File: config.mk
export PLATFORM = sky130hd
export DESIGN_NAME = soh_eot_deframer_crc16_check_core
export DESIGN_NICKNAME = d
export VERILOG_FILES = /design/src/design/sedc_pkg.sv /design/src/design/soh_eot_deframer_crc16_check_core.sv
export SDC_FILE = /design/constraint.sdc
export NUM_CORES = 1
export LEC_CHECK = 0
export ABC_CLOCK_PERIOD_IN_PS = 3400
export BUFFER_PORTS_ARGS = -buffer_cell sky130_fd_sc_hd__buf_4
export CAP_MARGIN = 30
export CORE_ASPECT_RATIO = 1.4
export CORE_MARGIN = 2
export CORE_UTILIZATION = 30
export CTS_BUF_LIST = sky130_fd_sc_hd__clkbuf_4
export DETAILED_ROUTE_END_ITERATION = 12
export GPL_TIMING_DRIVEN = 0
export HOLD_SLACK_MARGIN = 0.1
export SETUP_SLACK_MARGIN = 0.5
export SLEW_MARGIN = 10
export SYNTH_ARGS = -nofsm -noshare
export SYNTH_HDL_FRONTEND = slang
export SYNTH_SLANG_ARGS = --single-unit
File: constraint.sdc
create_clock -name clk -period 3.4 [get_ports clk]
set_input_delay 0.68 -clock clk [delete_from_list [all_inputs] [get_ports clk]]
set_output_delay 0.68 -clock clk [all_outputs]
set_load 0.01 [all_outputs]
File: src/design/sedc_pkg.sv
// Package for the SOH/EOT deframer with CRC-16 check.
// Holds link symbols, status codes, field types, the result struct and CRC helpers.
// No dependencies.
package sedc_pkg;

    // link symbols
    localparam logic [7:0] SYM_SOH = 8'h01;
    localparam logic [7:0] SYM_EOT = 8'h04;
    localparam logic [7:0] SYM_DLE = 8'h10;

    // frame size limit in decoded bytes, EOT slot included (4 to 128)
    localparam int MAX_FRAME = 64;
    localparam int DCOUNT_W  = 7;

    typedef logic [7:0]          byte_t;
    typedef logic [1:0]          status_t;
    typedef logic [5:0]          len_t;
    typedef logic [15:0]         crc_t;
    typedef logic [DCOUNT_W-1:0] dcount_t;

    // result kinds
    localparam logic KIND_DATA = 1'b0;
    localparam logic KIND_END  = 1'b1;

    // frame-end status codes
    localparam status_t ST_OK        = 2'd0;
    localparam status_t ST_CRC_ERR   = 2'd1;
    localparam status_t ST_TOO_SHORT = 2'd2;
    localparam status_t ST_TOO_LONG  = 2'd3;

    localparam len_t LEN_MAX = 6'd63;

    // one result item
    typedef struct packed {
        logic    kind;
        byte_t   data_byte;
        status_t status;
        len_t    payload_length;
    } res_t;

    // nibble table for polynomial 0x1021
    function automatic crc_t crc_nib_tab(input logic [3:0] k);
        crc_t v;
        case (k)
            4'h0: v = 16'h0000;
            4'h1: v = 16'h1021;
            4'h2: v = 16'h2042;
            4'h3: v = 16'h3063;
            4'h4: v = 16'h4084;
            4'h5: v = 16'h50a5;
            4'h6: v = 16'h60c6;
            4'h7: v = 16'h70e7;
            4'h8: v = 16'h8108;
            4'h9: v = 16'h9129;
            4'ha: v = 16'ha14a;
            4'hb: v = 16'hb16b;
            4'hc: v = 16'hc18c;
            4'hd: v = 16'hd1ad;
            4'he: v = 16'he1ce;
            4'hf: v = 16'hf1ef;
            default: v = 16'h0000;
        endcase
        return v;
    endfunction

    // feed one byte, high nibble first
    function automatic crc_t crc_feed(input crc_t c, input byte_t b);
        crc_t t;
        t = crc_nib_tab(c[15:12] ^ b[7:4]) ^ {c[11:0], 4'h0};
        t = crc_nib_tab(t[15:12] ^ b[3:0]) ^ {t[11:0], 4'h0};
        return t;
    endfunction

endpackage

File: src/design/soh_eot_deframer_crc16_check_core.sv
// Top level of the SOH/EOT deframer: DLE unescape, two-byte delay, CRC-16 check.
// Depends on sedc_pkg.
//
//  channel  | handshake            | payload
//  ---------+----------------------+---------------------------------------------
//  input    | in_valid / in_ready  | rx_byte
//  output   | out_valid / out_ready| kind, data_byte, status, payload_length
//
// One item per cycle: the frame state, delay and CRC update in the cycle the item
// is accepted, and its result (if any) is registered into the output or skid register.
// A two-entry output (register plus skid) lets in_ready depend only on a flop:
// items keep flowing while one result waits; input stalls once both are full.
// Asynchronous active-low reset returns to waiting for SOH with empty output.
module soh_eot_deframer_crc16_check_core (
    input  logic               clk,
    input  logic               rst_n,
    input  logic               in_valid,
    output logic               in_ready,
    input  sedc_pkg::byte_t    rx_byte,
    output logic               out_valid,
    input  logic               out_ready,
    output logic               kind,
    output sedc_pkg::byte_t    data_byte,
    output sedc_pkg::status_t  status,
    output sedc_pkg::len_t     payload_length
);
    import sedc_pkg::*;

    logic    in_frame_reg,  in_frame_next;
    logic    esc_reg,       esc_next;
    logic [1:0] hcount_reg, hcount_next;
    byte_t   held0_reg,     held0_next;
    byte_t   held1_reg,     held1_next;
    crc_t    crc_reg,       crc_next;
    dcount_t dcount_reg,    dcount_next;

    logic    out_valid_reg;
    logic    skid_valid_reg;
    res_t    out_reg;
    res_t    skid_reg;

    logic    in_fire;
    logic    out_fire;
    logic    res_valid;
    res_t    res;
    dcount_t len_full;
    logic [DCOUNT_W:0] dcount_inc;
    logic [15:0] got;

    assign in_ready  = !skid_valid_reg;
    assign in_fire   = in_valid && in_ready;
    assign out_fire  = out_valid_reg && out_ready;
    assign dcount_inc = {1'b0, dcount_reg} + (DCOUNT_W+1)'(1);
    assign len_full   = dcount_reg - DCOUNT_W'(2);
    assign got        = {held1_reg, held0_reg};

    // frame decode for the accepted item
    always_comb
    begin
        in_frame_next = in_frame_reg;
        esc_next      = esc_reg;
        hcount_next   = hcount_reg;
        held0_next    = held0_reg;
        held1_next    = held1_reg;
        crc_next      = crc_reg;
        dcount_next   = dcount_reg;
        res_valid     = 1'b0;
        res           = '0;
        if (in_fire)
        begin
            if (!in_frame_reg)
            begin
                if (rx_byte == SYM_SOH)
                begin
                    in_frame_next = 1'b1;
                    esc_next      = 1'b0;
                    hcount_next   = 2'd0;
                    crc_next      = '0;
                    dcount_next   = '0;
                end
            end
            else if (!esc_reg && rx_byte == SYM_DLE)
            begin
                esc_next = 1'b1;
            end
            else if (!esc_reg && rx_byte == SYM_EOT)
            begin
                in_frame_next = 1'b0;
                res_valid     = 1'b1;
                res.kind      = KIND_END;
                if (dcount_reg < DCOUNT_W'(3) || hcount_reg < 2'd2)
                begin
                    res.status = ST_TOO_SHORT;
                end
                else
                begin
                    res.status = (got == crc_reg) ? ST_OK : ST_CRC_ERR;
                    res.payload_length = (len_full > DCOUNT_W'(LEN_MAX)) ? LEN_MAX
                                                                         : len_full[5:0];
                end
            end
            else
            begin
                // literal byte
                esc_next = 1'b0;
                if (dcount_inc >= (DCOUNT_W+1)'(MAX_FRAME))
                begin
                    in_frame_next = 1'b0;
                    res_valid     = 1'b1;
                    res.kind      = KIND_END;
                    res.status    = ST_TOO_LONG;
                end
                else
                begin
                    dcount_next = dcount_inc[DCOUNT_W-1:0];
                    if (hcount_reg < 2'd2)
                    begin
                        if (hcount_reg[0])
                            held1_next = rx_byte;
                        else
                            held0_next = rx_byte;
                        hcount_next = hcount_reg + 2'd1;
                    end
                    else
                    begin
                        crc_next       = crc_feed(crc_reg, held0_reg);
                        held0_next     = held1_reg;
                        held1_next     = rx_byte;
                        res_valid      = 1'b1;
                        res.kind       = KIND_DATA;
                        res.data_byte  = held0_reg;
                    end
                end
            end
        end
    end

    // frame state
    always_ff @(posedge clk or negedge rst_n)
    begin
        if (!rst_n)
        begin
            in_frame_reg <= 1'b0;
            esc_reg      <= 1'b0;
            hcount_reg   <= 2'd0;
            crc_reg      <= '0;
            dcount_reg   <= '0;
        end
        else
        begin
            in_frame_reg <= in_frame_next;
            esc_reg      <= esc_next;
            hcount_reg   <= hcount_next;
            crc_reg      <= crc_next;
            dcount_reg   <= dcount_next;
        end
    end

    // delay bytes, no reset
    always_ff @(posedge clk)
    begin
        held0_reg <= held0_next;
        held1_reg <= held1_next;
    end

    // output register and skid stage
    always_ff @(posedge clk or negedge rst_n)
    begin
        if (!rst_n)
        begin
            out_valid_reg  <= 1'b0;
            skid_valid_reg <= 1'b0;
        end
        else if (skid_valid_reg)
        begin
            if (out_fire)
            begin
                skid_valid_reg <= 1'b0;
            end
        end
        else if (res_valid)
        begin
            if (!out_valid_reg || out_fire)
                out_valid_reg <= 1'b1;
            else
                skid_valid_reg <= 1'b1;
        end
        else if (out_fire)
        begin
            out_valid_reg <= 1'b0;
        end
    end

    always_ff @(posedge clk)
    begin
        if (skid_valid_reg)
        begin
            if (out_fire)
                out_reg <= skid_reg;
        end
        else if (res_valid)
        begin
            if (!out_valid_reg || out_fire)
                out_reg <= res;
            else
                skid_reg <= res;
        end
    end

    assign out_valid      = out_valid_reg;
    assign kind           = out_reg.kind;
    assign data_byte      = out_reg.data_byte;
    assign status         = out_reg.status;
    assign payload_length = out_reg.payload_length;

`ifndef SYNTHESIS
    // skid only fills behind a waiting output
    a_skid_behind_out: assert property (@(posedge clk) disable iff (!rst_n)
        skid_valid_reg |-> out_valid_reg)
        else $error("skid holds an item with output register empty");

    // escape can only be pending inside a frame
    a_esc_in_frame: assert property (@(posedge clk) disable iff (!rst_n)
        esc_reg |-> in_frame_reg)
        else $error("escape pending outside a frame");

    // delay never holds more than two bytes
    a_hcount_range: assert property (@(posedge clk) disable iff (!rst_n)
        hcount_reg <= 2'd2)
        else $error("held count out of range");

    // decoded count stays below the frame limit
    a_dcount_limit: assert property (@(posedge clk) disable iff (!rst_n)
        {1'b0, dcount_reg} < (DCOUNT_W+1)'(MAX_FRAME))
        else $error("decoded count reached frame limit");

    // payload items carry no status or length
    a_data_clean: assert property (@(posedge clk) disable iff (!rst_n)
        (out_valid_reg && out_reg.kind == KIND_DATA) |->
            (out_reg.status == ST_OK && out_reg.payload_length == '0))
        else $error("payload item with status or length set");
`endif

endmodule
# After elaboration in Yosys (flattened, before gate mapping)
# Memories as Yosys holds them, arrays and structs flattened.
# Index checks and enable logic that the tools add are counted.
dict set report totals {
  reg_bits 79
  romBits 384
  inputBits 12
  output_inout_bits 19
  mem_count 2
}
dict set report op_classes {
  add_sub_neg 3
  magnitude_cmp 4
  eq_ne 14
  n_mux 74
  n_bitwise 9
  n_reduce_logical 22
}
# memory words word_bits read_ports rd_clocked_by_memory_dff wr line_no
set mem_list {}
lappend mem_list {{(no name shown)} 16 12 1 0 0 sedc_pkg.sv:44} ;# case (k)
lappend mem_list {{(no name shown)} 16 12 1 0 0 sedc_pkg.sv:44}
# operator n
set ops {}
lappend ops {{$mux W16} 18}
lappend ops {{$mux W17} 7}
lappend ops {{$mux W8} 7}
lappend ops {{$mux W7} 5}
lappend ops {{$xor A16 B16 Y16} 2}
lappend ops {{$mux W1} 25}
lappend ops {{$reduce_and A6 Y1} 4}
lappend ops {{$mux W2} 9}
lappend ops {{$mux W6} 3}
lappend ops {{$eq A16 B16 Y1} 1}
lappend ops {{$ne A2 B2 Y1 const B} 6}
lappend ops {{$reduce_and A3 Y1} 4}
lappend ops {{$add A7 B1 Y8 const B} 1}
lappend ops {{$eq A8 B1 Y1 const B} 1}
lappend ops {{$eq A8 B3 Y1 const B} 1}
lappend ops {{$eq A8 B5 Y1 const B} 1}
lappend ops {{$ge A8 B7 Y1 const B} 1}
lappend ops {{$reduce_bool A2 Y1} 4}
lappend ops {{$xor A4 B4 Y4} 2}
lappend ops {{$gt A7 B6 Y1 const B} 1}
lappend ops {{$lt A7 B2 Y1 const B} 1}
lappend ops {{$sub A7 B2 Y7 const B} 1}
lappend ops {{$ne A2 B1 Y1 const B} 3}
lappend ops {{$not A1 Y1} 5}
lappend ops {{7 further kinds} 13}

# Longest topological paths before layout
# An unclocked memory read counts as a cell.
dict set report logic_depth {
  ltp_word 23
  depth_mapped 8
  depth_no_buf 7
}

# Worst setup path before layout
# OpenSTA, ideal clock, no wires.
dict set report synth_timing {
  path_type {input-to-reg}
  from {input port rx_byte[6]}
  to {register out_reg (netlist bit data_byte[0]) (enable)}
  setup_ps 417
  arrival_time_ps 3013
  slack_ps -30
  path_stages 6
  path_buffers 1
  path_cell_list {nor4_4 -> nand4b_2 -> a21bo_2 -> buf_2 -> o21ai_0 -> a21boi_0}
}
dict set report synth_via {
  elab_chain_cells 8
}
# item line_no
set synth_lines {}
lappend synth_lines {{start, declared} soh_eot_deframer_crc16_check_core.sv:19} ;# input sedc_pkg::byte_t rx_byte,
lappend synth_lines {{$eq A8 B3 Y1} soh_eot_deframer_crc16_check_core.sv:86} ;# else if (!esc_reg && rx_byte == SYM_EOT)
lappend synth_lines {{$logic_and A1 B1 Y1} soh_eot_deframer_crc16_check_core.sv:86}
lappend synth_lines {{$mux W1} soh_eot_deframer_crc16_check_core.sv:86}
lappend synth_lines {{$mux W1 *} soh_eot_deframer_crc16_check_core.sv:82} ;# else if (!esc_reg && rx_byte == SYM_DLE)
lappend synth_lines {{$mux W1 *} soh_eot_deframer_crc16_check_core.sv:71} ;# if (!in_frame_reg)
lappend synth_lines {{$mux W1 *} soh_eot_deframer_crc16_check_core.sv:69} ;# if (in_fire)
lappend synth_lines {{$reduce_bool A2 Y1 (no source line) *} -}
lappend synth_lines {{$reduce_and A3 Y1 (no source line) *} -}
lappend synth_lines {{end signal, assigned} soh_eot_deframer_crc16_check_core.sv:199} ;# out_reg <= skid_reg;
lappend synth_lines {{end signal, assigned} soh_eot_deframer_crc16_check_core.sv:204} ;# out_reg <= res;
lappend synth_lines {{end, declared} soh_eot_deframer_crc16_check_core.sv:39} ;# res_t out_reg;
# Mark *: on every way between the ends. The rest lies on a longest branch, timed or not.
# A chain may end at the register's enable or synchronous reset.

# Worst setup path in the final report
dict set report layout_timing {
  from {register dcount_reg[1]}
  to {register held0_reg[2] (enable)}
}
dict set report layout_via {
  elab_chain_cells 4
}
# item line_no
set layout_lines {}
lappend layout_lines {{start, declared} soh_eot_deframer_crc16_check_core.sv:35} ;# dcount_t dcount_reg, dcount_next;
lappend layout_lines {{start signal, assigned} soh_eot_deframer_crc16_check_core.sv:155} ;# dcount_reg <= dcount_next;
lappend layout_lines {{$add A7 B1 Y8} soh_eot_deframer_crc16_check_core.sv:53} ;# assign dcount_inc = {1'b0, dcount_reg} + (DCOUNT_W+1)'(1);
lappend layout_lines {{$ge A8 B7 Y1} soh_eot_deframer_crc16_check_core.sv:106} ;# if (dcount_inc >= (DCOUNT_W+1)'(MAX_FRAME))
lappend layout_lines {{$not A1 Y1 (no source line)} -}
lappend layout_lines {{$reduce_and A6 Y1 (no source line)} -}
lappend layout_lines {{end signal, assigned} soh_eot_deframer_crc16_check_core.sv:162} ;# held0_reg <= held0_next;
lappend layout_lines {{end, declared} soh_eot_deframer_crc16_check_core.sv:32} ;# byte_t held0_reg, held0_next;
# No other way between the ends.

==> results.md <==
* Status: completed
* R2R depth at 6
* Initial antenna violation count at 1
* Final Setup Violations at 0
* Starting Density at 31.0%
* Max-cap violations at 0
* Inserted Clock Buffers at 9
* Synth cell count leaders: edfxtp_1, xnor2_1, dfrtp_1
* Max reg flops at 17
* Fmax at 371 MHz
* Routed WL at 8590 µm
* Min Tclk post-route at 2690 ps
* Synth area leaders: edfxtp_1, dfrtp_1, xnor2_1
* H-tree levels at 3
* Core Area at 12900 µm²
* Maximum clock insertion buffer count at 2
* Startpoint types: flop
* GRT Residual Overflow at 0
* CTS tree: built
* Rel. slew slack at 54.9%
* IO buf count at 30
* R2R Path End: held0_reg[2]$_DFFE_PP_
* First-pass GRT wire length at 14400 µm
* Worst VDD drop at 0.276 mV
* Rows at 49
* Area fraction of the dominant cell type after synthesis at 37.5%
* CTS Hold Bufs at 0
* Main combinational cell family by area after synthesis: compound AO/OA/AOI/OAI gates
* CP Class: reg2reg
* Area of the multi-input gates at 1670 µm²
* DRC viols at 0
* Starting DRT DRC Count at 154
* Post-placement cell area at 4460 µm²
* Post-synth EDFFs at 50
* Compound-Gate Fraction of Synth Area at 14.3%
* Syn-to-layout area delta at 15.6%
* Layout cells sized above 1 at 20.1%
* CP max FO at 11
* Final Cycle Share at 79.2%
* Die X at 102 µm
* Filler instances at 1281
* Xor and xnor area share after synthesis at 9.41%
* FF/Latch Area at 2230 µm²
* Total I/O pin count at 31
* Vias in the first global route at 2837
* 1st-pass router iterations at 4
* Final Hold Fails at 0
* Hpwl dp at 6470 µm
* Worst Setup End Kind: flop
* Skew-Pair Late Insertion Delay at 420 ps
* Synth Area in Adders at 2.50%
* Clock root buffer: clkbuf_4
* Clock-pin transition on the worst setup and hold timing paths at 130 ps
* #FFs+latches synth at 79
* Top FF cell, synth: edfxtp_1
* Clock Skew at 10.3 ps
* Post-Synth Simple-Gate Area at 13.0%
* R2R setup slack at 710 ps
* Yosys cell types at 52
* # clock sinks at 79
* Routed len/inst at 15.4 µm
* Top cell type by total area after synthesis: edfxtp_1
* Post-synthesis mux area share at 1.97%
* Reg2reg start: dcount_reg[1]$_DFFE_PN0P_
* Ys Warns at 0
* Total Nets Final at 393
* GP Congestion at 0.864
* Final Slew Violations at 0
* Synth Net Count at 350
* Asr flop ratio synth at 36.7%
* Pre-CTS WS at 15.1 ps
* Final Cell Area at 4630 µm²
* Syn Inst Count at 330
* CP Data Required Time at 3470 ps
* Mapped Avg Cell Area at 12.1 µm²
* Cell Area, Synth at 4000 µm²
* DRT antenna net count at 0
* Total number of vias at 2760
* Die ar. at 14300 µm²
* CP Data Arrival Time at 2760 ps
* Vias/cell at 4.96
* Chip Height at 141 µm
* Leakage power at 1.76 nW
* Setup WS post-layout at 707 ps
* Largest net degree at the start of global routing at 30
* GRT Util Overall at 12.8%
* Power per cell area at 878 nW/µm²
* Slew @ Worst Pin at 673 ps
* RSZ-0062 raised after global routing: true
* Most common cell in the synthesized netlist: edfxtp_1
* Hold Crit Class: in2async
* Seq/Total Area, Yosys at 55.6%
[worst max-delay path, stage by stage, from the launching register on]
cell and delay, ps:
dfrtp_1 560, ha_1 260, and3_1 280, nand4_1 190, a21boi_2 350, nand2_1 140, nor2_1 550
[power by group]
part	leakage (nW)	total (mW)	internal (mW)	switching (mW)
registers	0.829	1.69	1.42	0.271
clock network	0.0645	0.471	0.144	0.326
logic	0.867	1.90	0.891	1.01
total	1.76	4.06	2.46	1.60
[worst max path at each step]
stage                         startpoint                           to  cells past startpoint
2_1_floorplan                 rx_byte[6]        skid_reg[0]$_DFFE_PP_                      6
3_3_place_gp                  rx_byte[6]       skid_reg[14]$_DFFE_PP_                      7
3_5_place_dp                  rx_byte[6]  payload_length[0]$_DFFE_PP_                      7
4_1_cts        dcount_reg[1]$_DFFE_PN0P_       skid_reg[15]$_DFFE_PP_                      7
5_1_grt        dcount_reg[1]$_DFFE_PN0P_       held0_reg[2]$_DFFE_PP_                      6
6_report       dcount_reg[1]$_DFFE_PN0P_       held0_reg[2]$_DFFE_PP_                      6
[layer usage]
layer | up-vias | routed length (µm) | track usage (%)
met5 | - | 0 | 0
met4 | 0 | 227 | 7.04
met3 | 20 | 353 | 3.17
met2 | 64 | 4360 | 20.7
met1 | 1354 | 3650 | 15.5
li1 | 1322 | - | -
[kinds of logic after synthesis]
family	count (synthesis)
DFF	79
buffers and inverters	28
xor gates and xnor gates	43
adders and majority gates	8
and+or+nand+nor	93
muxes	7
AOI/OAI and AO/OA	72
[repair_timing]
action | CTS | global route
pin swaps | 1 | 1
resized for setup | 3 | 2
setup buffers | 1 | 1
setup endpoints to repair | 34 | 42
[stage by stage]
step / setup TNS, ps / std cells / power [mW] / hold WS (ps) / util, %
2_1_floorplan: 0 / 330 / 3.01 / 384 / -
3_3_place_gp: -3810 / 538 / 3.51 / 506 / 34.4
3_5_place_dp: 0 / 538 / 3.57 / 516 / 34.5
4_1_cts: 0 / 555 / 4.09 / 141 / 35.5
5_1_grt: 0 / 557 / 4.36 / 151 / 35.8
6_report: 0 / 557 / 4.06 / 156 / 35.8
[cell usage in the layout, fill, tap and decap left out, drive strengths merged, types with 2 or more instances in the layout]
cell type,count
a21oi,9
inv,11
xnor2,35
clkinv,7
nor3,7
nand4b,2
a31oi,2
clkbuf,18
nor4,4
nand3,4
or3,3
o211ai,8
dfrtp,29
a22o,9
ha,8
and2,11
nor2,16
o31ai,2
edfxtp,50
a21boi,2
or4,3
a32o,15
a21o,6
xor2,8
nand2,26
o311ai,3
o21ai,11
nand4,11
buf,40
mux2,7
[area by class of cell]
class | count | share of cell area (%)
diodes | 1 | 0.0541
plain buffers | 17 | 1.92
clock buffers | 9 | 1.46
clock inverters | 7 | 0.865
inverters | 11 | 0.892
multi-input cells | 223 | 36.1
flip-flops and latches | 79 | 48.1
well taps | 178 | 4.81
repair buffers | 32 | 5.73
Power figures use the tool's default switching activity.
